<file path="config.mk">
export PLATFORM = sky130hd
export DESIGN_NAME = table_char_lexer
export DESIGN_NICKNAME = d
export VERILOG_FILES = /design/src/rtl/tcl_pkg.sv /design/src/rtl/tcl_class.sv /design/src/rtl/tcl_scan.sv /design/src/rtl/tcl_outq.sv /design/src/rtl/table_char_lexer.sv
export SDC_FILE = /design/constraint.sdc
export NUM_CORES = 1
export LEC_CHECK = 0
export BUFFER_PORTS_ARGS = -buffer_cell sky130_fd_sc_hd__buf_2
export CAP_MARGIN = 30
export CORE_MARGIN = 2
export CORE_UTILIZATION = 36
export CTS_CLUSTER_DIAMETER = 200
export CTS_CLUSTER_SIZE = 24
export DETAILED_ROUTE_END_ITERATION = 16
export PLACE_DENSITY = 0.56
export SETUP_SLACK_MARGIN = 0.02
export SLEW_MARGIN = 40
export SYNTH_ARGS = -nofsm -noshare
export SYNTH_HDL_FRONTEND = slang
export SYNTH_HIERARCHICAL = 1
export SYNTH_SLANG_ARGS = --single-unit
</file>
<file path="constraint.sdc">
create_clock -name aclk -period 7.22 [get_ports aclk]
set_clock_uncertainty 0.1 [all_clocks]
set_input_delay 0.722 -clock aclk [delete_from_list [all_inputs] [get_ports aclk]]
set_output_delay 0.722 -clock aclk [all_outputs]
set_load 0.01 [all_outputs]
</file>
<file path="src/rtl/tcl_pkg.sv">
// Shared types, codes and constants of the table character lexer.
package tcl_pkg;

    // Default width of the line counter
    localparam int LINE_BITS_DEF = 16;

    // Width of the line number carried in each result
    localparam int LINE_OUT_BITS = 16;

    // Output queue depth and pointer widths
    localparam int OQ_DEPTH     = 4;
    localparam int OQ_PTR_BITS  = $clog2(OQ_DEPTH);
    localparam int OQ_CNT_BITS  = $clog2(OQ_DEPTH + 1);

    // Configuration register indexes
    localparam logic [2:0] REG_LINE_END    = 3'd0;
    localparam logic [2:0] REG_OPERAND     = 3'd1;
    localparam logic [2:0] REG_INSTR       = 3'd2;
    localparam logic [2:0] REG_OPEN        = 3'd3;
    localparam logic [2:0] REG_CLOSE       = 3'd4;

    // Configuration reset values
    localparam logic [7:0] RST_LINE_END    = 8'd59;
    localparam logic [7:0] RST_OPERAND     = 8'd44;
    localparam logic [7:0] RST_INSTR       = 8'd58;
    localparam logic [7:0] RST_OPEN        = 8'd91;
    localparam logic [7:0] RST_CLOSE       = 8'd93;

    // Fixed characters
    localparam logic [7:0] CH_UNDERSCORE   = 8'h5F;
    localparam logic [7:0] CH_MINUS        = 8'h2D;
    localparam logic [7:0] CH_GREATER      = 8'h3E;
    localparam logic [7:0] CH_PERCENT      = 8'h25;
    localparam logic [7:0] CH_SLASH        = 8'h2F;
    localparam logic [7:0] CH_STAR         = 8'h2A;
    localparam logic [7:0] CH_SPACE        = 8'h20;
    localparam logic [7:0] CH_TAB          = 8'h09;
    localparam logic [7:0] CH_NEWLINE      = 8'h0A;
    localparam logic [7:0] CH_NUL          = 8'h00;

    // Token classes
    typedef enum logic [3:0] {
        CLS_LETTER   = 4'd0,
        CLS_DIGIT    = 4'd1,
        CLS_LINETERM = 4'd2,
        CLS_OPERAND  = 4'd3,
        CLS_INSTR    = 4'd4,
        CLS_ARROW    = 4'd5,
        CLS_OPEN     = 4'd6,
        CLS_CLOSE    = 4'd7,
        CLS_SPACE    = 4'd8,
        CLS_PERCENT  = 4'd9,
        CLS_END      = 4'd10,
        CLS_OTHER    = 4'd11
    } cls_t;

    // Scanner modes
    typedef enum logic [2:0] {
        MODE_NORMAL  = 3'd0,
        MODE_SLASH   = 3'd1,
        MODE_MINUS   = 3'd2,
        MODE_COMMENT = 3'd3,
        MODE_STAR    = 3'd4
    } mode_t;

    // Configurable punctuation characters
    typedef struct packed {
        logic [7:0] line_end_char;
        logic [7:0] operand_split_char;
        logic [7:0] instr_split_char;
        logic [7:0] open_char;
        logic [7:0] close_char;
    } cfg_t;

    // One result item
    typedef struct packed {
        cls_t                     token_class;
        logic [7:0]               token_char;
        logic [LINE_OUT_BITS-1:0] line_number;
        logic                     comment_error;
        logic                     last_of_run;
    } tok_t;

endpackage

</file>
<file path="src/rtl/tcl_class.sv">
// Character classifier: maps one byte to its token class.
module tcl_class (
    input  logic [7:0]   chr,
    input  tcl_pkg::cfg_t cfg,
    output tcl_pkg::cls_t cls
);

    logic is_letter;
    logic is_digit;

    assign is_letter = (chr >= 8'h41 && chr <= 8'h5A) || (chr >= 8'h61 && chr <= 8'h7A)
                       || (chr == tcl_pkg::CH_UNDERSCORE);
    assign is_digit  = (chr >= 8'h30 && chr <= 8'h39);

    // Priority: letters, digits, registers in order, then fixed classes
    always_comb begin
        if (is_letter) begin
            cls = tcl_pkg::CLS_LETTER;
        end else if (is_digit) begin
            cls = tcl_pkg::CLS_DIGIT;
        end else if (chr == cfg.line_end_char) begin
            cls = tcl_pkg::CLS_LINETERM;
        end else if (chr == cfg.operand_split_char) begin
            cls = tcl_pkg::CLS_OPERAND;
        end else if (chr == cfg.instr_split_char) begin
            cls = tcl_pkg::CLS_INSTR;
        end else if (chr == cfg.open_char) begin
            cls = tcl_pkg::CLS_OPEN;
        end else if (chr == cfg.close_char) begin
            cls = tcl_pkg::CLS_CLOSE;
        end else if (chr == tcl_pkg::CH_SPACE || chr == tcl_pkg::CH_TAB
                     || chr == tcl_pkg::CH_NEWLINE) begin
            cls = tcl_pkg::CLS_SPACE;
        end else if (chr == tcl_pkg::CH_PERCENT) begin
            cls = tcl_pkg::CLS_PERCENT;
        end else begin
            cls = tcl_pkg::CLS_OTHER;
        end
    end

endmodule

</file>
<file path="src/rtl/tcl_scan.sv">
// Scanner: mode and line state, turns one character into up to two tokens.
module tcl_scan #(
    parameter int LINE_BITS = tcl_pkg::LINE_BITS_DEF
) (
    input  logic          aclk,
    input  logic          aresetn,
    input  logic          fire,
    input  logic [7:0]    in_char,
    input  logic          end_of_input,
    input  tcl_pkg::cfg_t cfg,
    output tcl_pkg::tok_t push_tok [2],
    output logic [1:0]    push_n
);

    localparam logic [LINE_BITS-1:0] LINE_MAX = {LINE_BITS{1'b1}};
    localparam logic [LINE_BITS-1:0] LINE_ONE = LINE_BITS'(1);

    tcl_pkg::mode_t       mode_reg, mode_next;
    logic [LINE_BITS-1:0] line_reg, line_next;
    logic                 pend_reg, pend_next;
    logic [LINE_BITS-1:0] cstart_reg, cstart_next;

    tcl_pkg::cls_t        char_cls;
    tcl_pkg::cls_t        slash_cls;
    logic [LINE_BITS-1:0] line_inc;
    logic [LINE_BITS-1:0] line_scan;

    logic                 held_v;
    tcl_pkg::cls_t        held_cls;
    logic [7:0]           held_char;
    logic                 scan;
    logic                 tok_v;
    tcl_pkg::cls_t        tok_cls;
    logic [7:0]           tok_char;
    logic [LINE_BITS-1:0] tok_line;
    logic                 tok_err;
    tcl_pkg::tok_t        held_tok;
    tcl_pkg::tok_t        main_tok;

    tcl_class u_class_char (
        .chr (in_char),
        .cfg (cfg),
        .cls (char_cls)
    );

    tcl_class u_class_slash (
        .chr (tcl_pkg::CH_SLASH),
        .cfg (cfg),
        .cls (slash_cls)
    );

    // Saturating line increment
    assign line_inc  = (line_reg == LINE_MAX) ? line_reg : line_reg + LINE_ONE;
    assign line_scan = pend_reg ? line_inc : line_reg;

    // Next state and tokens of the current item
    always_comb begin
        mode_next   = mode_reg;
        line_next   = line_reg;
        pend_next   = pend_reg;
        cstart_next = cstart_reg;
        held_v      = 1'b0;
        held_cls    = tcl_pkg::CLS_OTHER;
        held_char   = tcl_pkg::CH_SLASH;
        scan        = 1'b1;
        tok_v       = 1'b0;
        tok_cls     = tcl_pkg::CLS_OTHER;
        tok_char    = in_char;
        tok_line    = line_reg;
        tok_err     = 1'b0;

        case (mode_reg)
            tcl_pkg::MODE_SLASH: begin
                if (!end_of_input && in_char == tcl_pkg::CH_STAR) begin
                    cstart_next = line_reg;
                    mode_next   = tcl_pkg::MODE_COMMENT;
                    scan        = 1'b0;
                end else begin
                    held_v    = 1'b1;
                    held_cls  = slash_cls;
                    held_char = tcl_pkg::CH_SLASH;
                    mode_next = tcl_pkg::MODE_NORMAL;
                end
            end
            tcl_pkg::MODE_MINUS: begin
                mode_next = tcl_pkg::MODE_NORMAL;
                if (!end_of_input && in_char == tcl_pkg::CH_GREATER) begin
                    tok_v    = 1'b1;
                    tok_cls  = tcl_pkg::CLS_ARROW;
                    tok_char = tcl_pkg::CH_MINUS;
                    scan     = 1'b0;
                end else begin
                    held_v    = 1'b1;
                    held_cls  = tcl_pkg::CLS_OTHER;
                    held_char = tcl_pkg::CH_MINUS;
                end
            end
            tcl_pkg::MODE_COMMENT, tcl_pkg::MODE_STAR: begin
                scan = 1'b0;
                if (end_of_input) begin
                    tok_v     = 1'b1;
                    tok_cls   = tcl_pkg::CLS_END;
                    tok_char  = tcl_pkg::CH_NUL;
                    tok_line  = cstart_reg;
                    tok_err   = 1'b1;
                    mode_next = tcl_pkg::MODE_NORMAL;
                end else if (mode_reg == tcl_pkg::MODE_COMMENT) begin
                    if (in_char == tcl_pkg::CH_STAR) begin
                        mode_next = tcl_pkg::MODE_STAR;
                    end else if (in_char == tcl_pkg::CH_NEWLINE) begin
                        line_next = line_inc;
                    end
                end else begin
                    if (in_char == tcl_pkg::CH_SLASH) begin
                        mode_next = tcl_pkg::MODE_NORMAL;
                    end else begin
                        if (in_char == tcl_pkg::CH_NEWLINE) begin
                            line_next = line_inc;
                        end
                        mode_next = tcl_pkg::MODE_COMMENT;
                    end
                end
            end
            default: begin
                mode_next = tcl_pkg::MODE_NORMAL;
            end
        endcase

        // Scan the character itself in normal mode, or after a held '/' or '-'
        if (scan) begin
            line_next = line_scan;
            pend_next = 1'b0;
            tok_line  = line_scan;
            if (end_of_input) begin
                tok_v    = 1'b1;
                tok_cls  = tcl_pkg::CLS_END;
                tok_char = tcl_pkg::CH_NUL;
            end else if (in_char == tcl_pkg::CH_SLASH) begin
                mode_next = tcl_pkg::MODE_SLASH;
            end else if (char_cls == tcl_pkg::CLS_OTHER && in_char == tcl_pkg::CH_MINUS) begin
                mode_next = tcl_pkg::MODE_MINUS;
            end else begin
                tok_v   = 1'b1;
                tok_cls = char_cls;
                if (char_cls == tcl_pkg::CLS_SPACE && in_char == tcl_pkg::CH_NEWLINE) begin
                    pend_next = 1'b1;
                end
            end
        end
    end

    // Pack the held and main tokens into queue order
    always_comb begin
        logic [LINE_BITS+tcl_pkg::LINE_OUT_BITS-1:0] held_ext;
        logic [LINE_BITS+tcl_pkg::LINE_OUT_BITS-1:0] main_ext;
        held_ext = {{tcl_pkg::LINE_OUT_BITS{1'b0}}, line_reg};
        main_ext = {{tcl_pkg::LINE_OUT_BITS{1'b0}}, tok_line};

        held_tok.token_class   = held_cls;
        held_tok.token_char    = held_char;
        held_tok.line_number   = held_ext[tcl_pkg::LINE_OUT_BITS-1:0];
        held_tok.comment_error = 1'b0;
        held_tok.last_of_run   = !tok_v;

        main_tok.token_class   = tok_cls;
        main_tok.token_char    = tok_char;
        main_tok.line_number   = main_ext[tcl_pkg::LINE_OUT_BITS-1:0];
        main_tok.comment_error = tok_err;
        main_tok.last_of_run   = 1'b1;

        push_tok[0] = held_v ? held_tok : main_tok;
        push_tok[1] = main_tok;
        push_n      = fire ? ({1'b0, held_v} + {1'b0, tok_v}) : 2'd0;
    end

    // Advance state on each processed item
    always_ff @(posedge aclk) begin
        if (!aresetn) begin
            mode_reg   <= tcl_pkg::MODE_NORMAL;
            line_reg   <= LINE_ONE;
            pend_reg   <= 1'b0;
            cstart_reg <= '0;
        end else if (fire) begin
            mode_reg   <= mode_next;
            line_reg   <= line_next;
            pend_reg   <= pend_next;
            cstart_reg <= cstart_next;
        end
    end

endmodule

</file>
<file path="src/rtl/tcl_outq.sv">
// Result queue: takes up to two tokens per cycle, hands out one per cycle while out_ready is high.
module tcl_outq (
    input  logic                              aclk,
    input  logic                              aresetn,
    input  tcl_pkg::tok_t                     push_tok [2],
    input  logic [1:0]                        push_n,
    output logic                              space_ok,
    output logic                              out_valid,
    input  logic                              out_ready,
    output tcl_pkg::tok_t                     out_tok
);

    tcl_pkg::tok_t                   mem_reg [tcl_pkg::OQ_DEPTH];
    logic [tcl_pkg::OQ_PTR_BITS-1:0] head_reg, head_next;
    logic [tcl_pkg::OQ_PTR_BITS-1:0] tail_reg, tail_next;
    logic [tcl_pkg::OQ_CNT_BITS-1:0] count_reg, count_next;
    logic [tcl_pkg::OQ_PTR_BITS-1:0] tail_plus1;
    logic                            pop;

    localparam logic [tcl_pkg::OQ_CNT_BITS-1:0] ROOM_LIMIT =
        tcl_pkg::OQ_CNT_BITS'(tcl_pkg::OQ_DEPTH - 2);

    // Room for two more tokens, judged from registered count only
    assign space_ok   = (count_reg <= ROOM_LIMIT);
    assign out_valid  = (count_reg != '0);
    assign out_tok    = mem_reg[head_reg];
    assign pop        = out_valid && out_ready;
    assign tail_plus1 = tail_reg + tcl_pkg::OQ_PTR_BITS'(1);

    always_comb begin
        head_next  = head_reg + tcl_pkg::OQ_PTR_BITS'(pop);
        tail_next  = tail_reg + tcl_pkg::OQ_PTR_BITS'(push_n);
        count_next = count_reg + tcl_pkg::OQ_CNT_BITS'(push_n)
                     - tcl_pkg::OQ_CNT_BITS'(pop);
    end

    // Store pushed tokens
    always_ff @(posedge aclk) begin
        if (push_n != 2'd0) begin
            mem_reg[tail_reg] <= push_tok[0];
        end
        if (push_n == 2'd2) begin
            mem_reg[tail_plus1] <= push_tok[1];
        end
    end

    // Advance pointers
    always_ff @(posedge aclk) begin
        if (!aresetn) begin
            head_reg  <= '0;
            tail_reg  <= '0;
            count_reg <= '0;
        end else begin
            head_reg  <= head_next;
            tail_reg  <= tail_next;
            count_reg <= count_next;
        end
    end

endmodule

</file>
<file path="src/rtl/table_char_lexer.sv">
// Top level of the table character lexer: input register, scanner, result queue.
//
// Input channel (s_): one item per character; s_tdata carries the byte and
// s_tlast marks end of input (the byte is then ignored). Result channel (m_):
// one token per item, with tdata holding class, character and line number,
// tuser the unterminated-comment flag and tlast the final token of an item.
// An item gives zero, one or two tokens: comment text and a held '/' or '-'
// give none, a held '/' or '-' that is not continued goes out before the
// next token.
// Path: an accepted item is registered in the input register, scanned from
// there once the result queue has room, and its tokens are written into the
// queue that drives m_. Throughput: one item per cycle while the queue has
// room; the four-entry result queue takes items while it has room for two
// tokens, so items that each give two tokens are bounded by the m_ side.
// Reset (aresetn low, synchronous) empties the queue, returns to normal mode,
// sets the line count to one and loads the default punctuation characters.
// When the receiver stalls, tokens wait in the queue and s_tready drops once
// the queue holds three or more tokens and the input register is occupied;
// nothing is lost.
// Configuration writes (cfg_wr_en) take effect at once; write only while idle.
module table_char_lexer #(
    parameter int LINE_BITS = tcl_pkg::LINE_BITS_DEF
) (
    input  logic        aclk,
    input  logic        aresetn,
    input  logic        s_tvalid,
    output logic        s_tready,
    input  logic [7:0]  s_tdata,   // [7:0] in_char
    input  logic        s_tlast,   // end_of_input
    output logic        m_tvalid,
    input  logic        m_tready,
    output logic [31:0] m_tdata,   // [3:0] token_class, [11:4] token_char,
                                   // [27:12] line_number, [31:28] zero
    output logic        m_tuser,   // comment_error
    output logic        m_tlast,   // last_of_run
    input  logic        cfg_wr_en,
    input  logic [2:0]  cfg_index,
    input  logic [7:0]  cfg_wdata
);

    tcl_pkg::cfg_t cfg_reg;
    logic          in_valid_reg;
    logic [7:0]    in_char_reg;
    logic          in_eof_reg;
    logic          fire;
    logic          space_ok;
    tcl_pkg::tok_t push_tok [2];
    logic [1:0]    push_n;
    tcl_pkg::tok_t out_tok;

    // Configuration registers
    always_ff @(posedge aclk) begin
        if (!aresetn) begin
            cfg_reg.line_end_char      <= tcl_pkg::RST_LINE_END;
            cfg_reg.operand_split_char <= tcl_pkg::RST_OPERAND;
            cfg_reg.instr_split_char   <= tcl_pkg::RST_INSTR;
            cfg_reg.open_char          <= tcl_pkg::RST_OPEN;
            cfg_reg.close_char         <= tcl_pkg::RST_CLOSE;
        end else if (cfg_wr_en) begin
            case (cfg_index)
                tcl_pkg::REG_LINE_END: cfg_reg.line_end_char      <= cfg_wdata;
                tcl_pkg::REG_OPERAND:  cfg_reg.operand_split_char <= cfg_wdata;
                tcl_pkg::REG_INSTR:    cfg_reg.instr_split_char   <= cfg_wdata;
                tcl_pkg::REG_OPEN:     cfg_reg.open_char          <= cfg_wdata;
                tcl_pkg::REG_CLOSE:    cfg_reg.close_char         <= cfg_wdata;
                default: begin
                end
            endcase
        end
    end

    // Input register: process when the queue has room
    assign fire     = in_valid_reg && space_ok;
    assign s_tready = !in_valid_reg || fire;

    always_ff @(posedge aclk) begin
        if (!aresetn) begin
            in_valid_reg <= 1'b0;
        end else if (s_tready) begin
            in_valid_reg <= s_tvalid;
        end
    end

    always_ff @(posedge aclk) begin
        if (s_tready && s_tvalid) begin
            in_char_reg <= s_tdata;
            in_eof_reg  <= s_tlast;
        end
    end

    tcl_scan #(
        .LINE_BITS (LINE_BITS)
    ) u_scan (
        .aclk         (aclk),
        .aresetn      (aresetn),
        .fire         (fire),
        .in_char      (in_char_reg),
        .end_of_input (in_eof_reg),
        .cfg          (cfg_reg),
        .push_tok     (push_tok),
        .push_n       (push_n)
    );

    tcl_outq u_outq (
        .aclk      (aclk),
        .aresetn   (aresetn),
        .push_tok  (push_tok),
        .push_n    (push_n),
        .space_ok  (space_ok),
        .out_valid (m_tvalid),
        .out_ready (m_tready),
        .out_tok   (out_tok)
    );

    // Pack the result item
    assign m_tdata = {4'b0000, out_tok.line_number, out_tok.token_char,
                      4'(out_tok.token_class)};
    assign m_tuser = out_tok.comment_error;
    assign m_tlast = out_tok.last_of_run;

endmodule
</file>
==> metrics.cfg, run 1 <==
[routing]
wl_um=32900
vias=9194
routed_via_density=5.57
drc=2
first_pass_iters=11
drtIter0Drc=847
wl_per_cell_um=19.9
ant_nets=0

[sta]
finalCriticalPeriod_ns=5.27
min_period_over_period_pct=73.0
worstMarginPinSlew_ns=0.829
finalHoldViolCount=0
fin_ws_ns=1.95
setup_viol=0
drv_slew=0
timing.fmax_mhz=190
rsz0062_at_grt=no
relSlewSlack_pct=44.6
final.setup.tns_ns=0

[place]
place_hpwl_um=23000
pre_cts_slack_ns=2.01
portBuffers=56
gp_congestion=0.906

[finish]
drive_gt1_share_pct=21.1
fin_nets=1216
n_antenna_cell=0
largest_register_ffs=120
syn_to_final_growth_pct=7.75
nFillCells=3452

[outcome]
run_status=finished with violations
violations=design-rule violations

[global_route]
grt_pass1_vias=8832
antenna_found_initial=0
grt_use_total_pct=17.2
grt_pass1_wl_um=51900
grt_start_max_net_pins=63
gr-total-overflow=0

[power]
leakage_nw=5.06
peakVddDrop_v=0.000114
power.density_mw_per_mm2=210

[die]
io_pins=61
fp-row-count=69
die_h_um=194
die_area_mm2=0.0377
core_area_mm2=0.0357
start_util_pct=36.6
die_w_um=194

[logic_synthesis]
synth_cell_types=93
ys_ff_latch=213
yosysWarnings=6
synthTopCellsByArea=edfxtp_1 30%, dfxtp_1 13%, mux2_2 7.5%
yosys.area.top_type=edfxtp_1
ys.flop_type=edfxtp_1
yosysSeqAreaShare_pct=42.6
synth_edf_count=129
async_reset_ff_share_pct=0
syn_avg_cell_area_um2=11.2
syn_inst=1167
synth_area_mm2=0.0130
synth_top_cell_area_share_pct=29.7

[cts]
clkTransAtPathRegs_ns=0.10
cts_resized=0
clk_path_buf_depth=3
cts_tree=yes
clock_sinks=213
cts_buffers=12
clk_latency_ns=0.49
root_buffer=clkbuf_16
htree_num_levels=1
cts_setup_buffers=0
cts_hold_buf=0

[worst_setup_path]
cp_common_cell=o21ai_0
critical_path.cell_chain=or4_4 -> a21oi_2 -> nor4b_1 -> nand2b_4 -> and4b_1 -> inv_1 -> nor3_1 -> o21ai_0 -> o21ai_0 -> o211ai_1 -> ha_1 -> and2_1 -> and4bb_4 -> o21bai_4 -> buf_8
crit_type=reg -> reg
worst-path-buf-inv=2
cp.required_ns=7.30
max_stage_delay_ns=0.79
endpoint_kind=flop
crit_family=simple AND/OR/NAND/NOR gates
critPathMaxFanout=31
r2r_slack_ns=1.95
worstSetupStartpointType=flop
crit_slowest_cell=and4bb_4
crit_arrival_ns=5.35

[min_path]
hold_class=in -> reg

[flow_run]
cap_violations=0

-- cells by family (layout without fill, tap and decap cells) --
| logic type | after synthesis | in the layout | share of synthesized area [%] |
|---|---|---|---|
| adder cells (fa/ha/maj) | 6 | 6 | 0.634 |
| multiplexers | 233 | 233 | 21.9 |
| flip-flops | 213 | 213 | 42.6 |
| XOR/XNOR | 87 | 87 | 6.06 |
| AND/OR/NAND/NOR | 347 | 347 | 15.0 |
| AO/OA/AOI/OAI | 150 | 150 | 8.77 |
| buffers and inverters | 128 | 126 | 4.88 |
| other | 3 | 29 | 0.0864 |
-- final cells by class --
cell class,count,area (um2),share of cell area (%)
well taps,461,577,4.11
multi-input cells,852,7000,49.8
clock buffers,19,348,2.48
inverters,30,113,0.802
clock inverters,1,5.00,0.0356
repair buffers,76,449,3.20
flip-flops and latches,213,5560,39.6
-- worst register-to-register path: stages, from the launching register on --
cell and delay, ns:
edfxtp_1 0.73, or4_4 0.64, a21oi_2 0.14, nor4b_1 0.09, nand2b_4 0.18, and4b_1 0.27, inv_1 0.06, nor3_1 0.21
o21ai_0 0.10, o21ai_0 0.22, o211ai_1 0.15, ha_1 0.31, and2_1 0.28, and4bb_4 0.79, o21bai_4 0.41, buf_8 0.27
-- stage by stage --
stage | cell area [um2] | cells | power, mW | hold WS, ns | utilization, %
after floorplan | 13100 | 1193 | 2.02 | 0.363 | -
after global placement | 13600 | 1629 | 2.24 | 0.379 | 38.2
after detailed placement | 13700 | 1631 | 2.25 | 0.389 | 38.3
after CTS | 14000 | 1651 | 2.99 | 0.279 | 39.3
after global routing | 14000 | 1652 | 3.10 | 0.281 | 39.4
final | 14000 | 1652 | 2.95 | 0.301 | 39.4
-- placed cells by master (no fill, tap or decap), types with 4 or more instances in the layout --
master	count
o221ai_1	8
a31oi_1	12
ha_1	5
edfxtp_1	129
o31ai_1	11
xnor2_1	64
or3_1	4
a21oi_2	4
dfxtp_1	83
inv_1	30
nand3_1	19
o221a_2	11
a21oi_1	24
mux2_1	35
nor2_1	61
clkbuf_1	6
and2_1	12
nor3_1	12
xor2_1	21
nand4_1	44
o21ai_0	13
and4b_1	4
nand2_1	73
nand2b_1	15
and3_1	5
mux4_2	30
mux2_2	87
a21o_1	8
buf_4	17
nor3b_1	4
nor4_1	14
nand4b_1	5
mux2i_1	81
buf_2	56
clkbuf_16	13
nor2b_1	37
a21boi_0	4
conb_1	29
-- cells in the mapped netlist (11+ instances only) --
cell	count
mux2_1	35
nor2_1	63
nand2_1	73
buf_2	28
nand3_1	19
and2_1	12
nand2b_1	15
a31oi_1	12
mux2i_1	81
nor2b_1	37
xor2_1	21
nor3_1	12
clkbuf_1	44
edfxtp_1	129
mux2_2	87
o31ai_1	11
nand4_1	44
mux4_2	30
xnor2_1	64
buf_4	12
o21ai_0	15
a21oi_1	24
nor4_1	14
o221a_2	11
dfxtp_1	84
inv_1	30
-- path summary, 6_finish.rpt --
| check | start | endpoint | cells after the start |
|---|---|---|---|
| max | in_char_reg[0] | u_outq/mem_reg[2][15] | 15 |
| min | s_tdata[6] | in_char_reg[6] | 1 |
| max reg2reg | in_char_reg[0] | u_outq/mem_reg[2][15] | 15 |
| min reg2reg | u_scan/cstart_reg[9] | u_scan/cstart_reg[9] | 2 |
-- report_power, final --
group | switching, mW | total, mW | internal, mW
registers | 0.0642 | 1.46 | 1.40
logic | 0.408 | 0.758 | 0.350
clock network | 0.398 | 0.735 | 0.337
-- routing by layer --
| layer | wire (um) | vias up | track usage (%) | part of all wire, % |
|---|---|---|---|---|
| met5 | 0 | - | 0 | 0 |
| met1 | 16100 | 4598 | 25.0 | 49 |
| met3 | 1150 | 27 | 1.48 | 3.5 |
| li1 | - | 4374 | - | - |
| met4 | 482 | 0 | 3.30 | 1.5 |
| met2 | 15200 | 195 | 28.0 | 46 |
Note: power is estimated with default switching activity, not from simulation.
==> run 2, diff against run 1 <==
--- a/config.mk
+++ b/config.mk
@@ -12,7 +12,7 @@
 export CTS_CLUSTER_DIAMETER = 200
 export CTS_CLUSTER_SIZE = 24
 export DETAILED_ROUTE_END_ITERATION = 16
-export PLACE_DENSITY = 0.56
+export PLACE_DENSITY = 0.58
 export SETUP_SLACK_MARGIN = 0.02
 export SLEW_MARGIN = 40
 export SYNTH_ARGS = -nofsm -noshare
==> constraint.sdc (replaced) <==
create_clock -name aclk -period 4.6 [get_ports aclk]
set_clock_uncertainty 0.1 [all_clocks]
set_input_delay 0.46 -clock aclk [delete_from_list [all_inputs] [get_ports aclk]]
set_output_delay 0.46 -clock aclk [all_outputs]
set_load 0.01 [all_outputs]
==> run 2 against run 1 <==
  * The flow still finishes with violations (design-rule violations)
  * Register-to-register slack got worse by 1.7 ns
  * Fmax increased by 21%
  * Global-route usage increased by 0.057 points
  * Count of clock-buffer cells in the layout unchanged
  * Setup slack got worse by 1.7 ns
  * Combinational power increased by 58%
  * Utilization increased by 0.87 points
  * Worst hold slack got worse by 0.26 ns
  * Largest cell class unchanged
  * Largest power group unchanged
==> metrics.cfg, run 2 (same netlist as run 1, synthesis figures left out) <==
[sta]
drv_slew=0  ; unchanged
relSlewSlack_pct=44.0  ; -0.62 points
min_period_over_period_pct=94.5  ; +22 points
rsz0062_at_grt=no
finalCriticalPeriod_ns=4.35  ; -0.922 ns
timing.fmax_mhz=230  ; +21%
setup_viol=0  ; unchanged
finalHoldViolCount=0  ; unchanged
fin_ws_ns=0.251  ; -1.70 ns
final.setup.tns_ns=0  ; unchanged
worstMarginPinSlew_ns=0.838  ; +0.00841 ns

[die]
die_area_mm2=0.0377  ; unchanged
fp-row-count=69  ; unchanged
die_h_um=194  ; unchanged
io_pins=61  ; unchanged
die_w_um=194  ; unchanged
start_util_pct=36.6  ; unchanged
core_area_mm2=0.0357  ; unchanged

[worst_setup_path]
critPathMaxFanout=15  ; -52%
r2r-end=u_outq/mem_reg[3][5]
crit_arrival_ns=4.48  ; -0.87 ns
crit_type=reg -> reg
cp.required_ns=4.73  ; -2.57 ns
r2r_slack_ns=0.25  ; -1.70 ns
critPathLaunch=in_char_reg[1]
endpoint_kind=flop
worstSetupStartpointType=flop
cp-endpoint=u_outq/mem_reg[3][5]
worst-r2r-cell-count=15  ; unchanged
reg2reg_from=in_char_reg[1]

[finish]
layout_common_cells=129 x edfxtp_1, 87 x mux2_2, 83 x dfxtp_1, 81 x mux2i_1, 73 x nand2_1
layout_commonest_cell=edfxtp_1
final_core_util_pct=40.3  ; +0.87 points
layout.cells.non_filler=1689  ; +2.2%
largest_register_ffs=120  ; unchanged
n_antenna_cell=0  ; unchanged
fin_nets=1253  ; +3.0%
syn_to_final_growth_pct=10.1
drive_gt1_share_pct=23.8  ; +2.7 points

[cts]
clock_sinks=213  ; unchanged
htree_num_levels=1  ; unchanged
root_buffer=clkbuf_16
cts_hold_buf=0  ; unchanged
clk_latency_ns=0.50  ; about the same
cts_tree=yes
clk_path_buf_depth=3  ; unchanged
clkTransAtPathRegs_ns=0.10  ; about the same
cts_buffers=12  ; unchanged

[routing]
wl_per_cell_um=19.5  ; -2.0%
wl_um=33000  ; +0.18%
first_pass_iters=11  ; unchanged
vias=9318  ; +1.3%
ant_nets=0  ; unchanged
drc=3  ; +1
drtIter0Drc=678  ; -20%
routed_via_density=5.52  ; -0.87%

[global_route]
grtUsageMet3_pct=2.09  ; +0.61 points
met2_usage_pct=28.4  ; +0.37 points
grt_pass1_wl_um=52300  ; +0.77%
grt_use_total_pct=17.2  ; +0.057 points
grt_start_max_net_pins=37  ; -41%
antenna_found_initial=0  ; unchanged
gr-total-overflow=0  ; unchanged
use_met1_pct=24.4  ; -0.65 points
grt_busiest_layer=met2
grt_pass1_vias=9167  ; +3.8%

[power]
leakage_nw=5.25  ; +3.8%
fin_total_pwr_mw=4.67  ; +58%
power.density_mw_per_mm2=325  ; +55%
peakVddDrop_v=0.000190  ; +67%

[min_path]
hold_class=in -> reg

[flow_run]
cap_violations=0  ; unchanged

[place]
placed_cells=1661  ; +1.8%
place_hpwl_um=23900  ; +3.9%
pre_cts_slack_ns=0.225  ; -1.79 ns
portBuffers=56  ; unchanged
gp_congestion=0.900  ; -0.59%

[outcome]
violations=design-rule violations
run_status=finished with violations

[run 2: area by class of cell]
| type | instances | area (um2) |
|---|---|---|
| fill | 3456 | 21300 |
| multi-input combinational | 852 | 6990 |
| inverter | 30 | 113 |
| tap | 461 | 577 |
| sequential | 213 | 5560 |
| clock inverter | 1 | 5.00 |
| clock buffer | 19 | 348 |
| timing repair buffer | 113 | 762 |
[run 2: timing repair]
item | CTS | global route
gates resized for setup | 0 | 5
setup endpoints to repair | 0 | 110
buffers inserted | 0 | 8
[run 2: how the worst min path moves through the flow]
stage	from	to	depth (start not counted)
after CTS	s_tdata[4]	in_char_reg[4]	1
after floorplan	u_scan/cstart_reg[15]	u_scan/cstart_reg[15]	2
final	s_tdata[4]	in_char_reg[4]	1
after detailed placement	u_scan/cstart_reg[9]	u_scan/cstart_reg[9]	2
after global placement	u_scan/cstart_reg[1]	u_scan/cstart_reg[1]	2
after global routing	s_tdata[3]	in_char_reg[3]	1
[run 2: layer usage]
layer,vias up,wire length [um]
met5,-,0
met2,237,15300
met3,38,1510
li1,4444,-
met4,0,504
met1,4599,15700
[run 2: critical path, cell delays in order (launching register included)]
cell,delay [ns]
edfxtp_1,0.49
or4_4,0.51
a21oi_2,0.17
nor4b_2,0.08
nand2b_4,0.15
and4b_1,0.28
inv_1,0.06
nor3_1,0.26
o21ai_0,0.12
o21ai_0,0.22
o211ai_1,0.14
ha_1,0.28
and2_1,0.23
and4bb_2,0.39
buf_6,0.22
mux2_2,0.36
[run 2: per-stage QoR]
stage	instance area [um2]	hold WS, ns
5_1_grt	14400	0.0262
3_5_place_dp	13900	0.391
6_report	14400	0.0377
3_3_place_gp	13900	0.380
2_1_floorplan	13100	0.363
4_1_cts	14300	0.0238
[run 2: where the power goes]
part / total [mW] / switching [mW] / internal, mW
clock: 1.16 / 0.630 / 0.529
combinational: 1.20 / 0.626 / 0.577
sequential: 2.31 / 0.115 / 2.19
total: 4.67 / 1.37 / 3.30
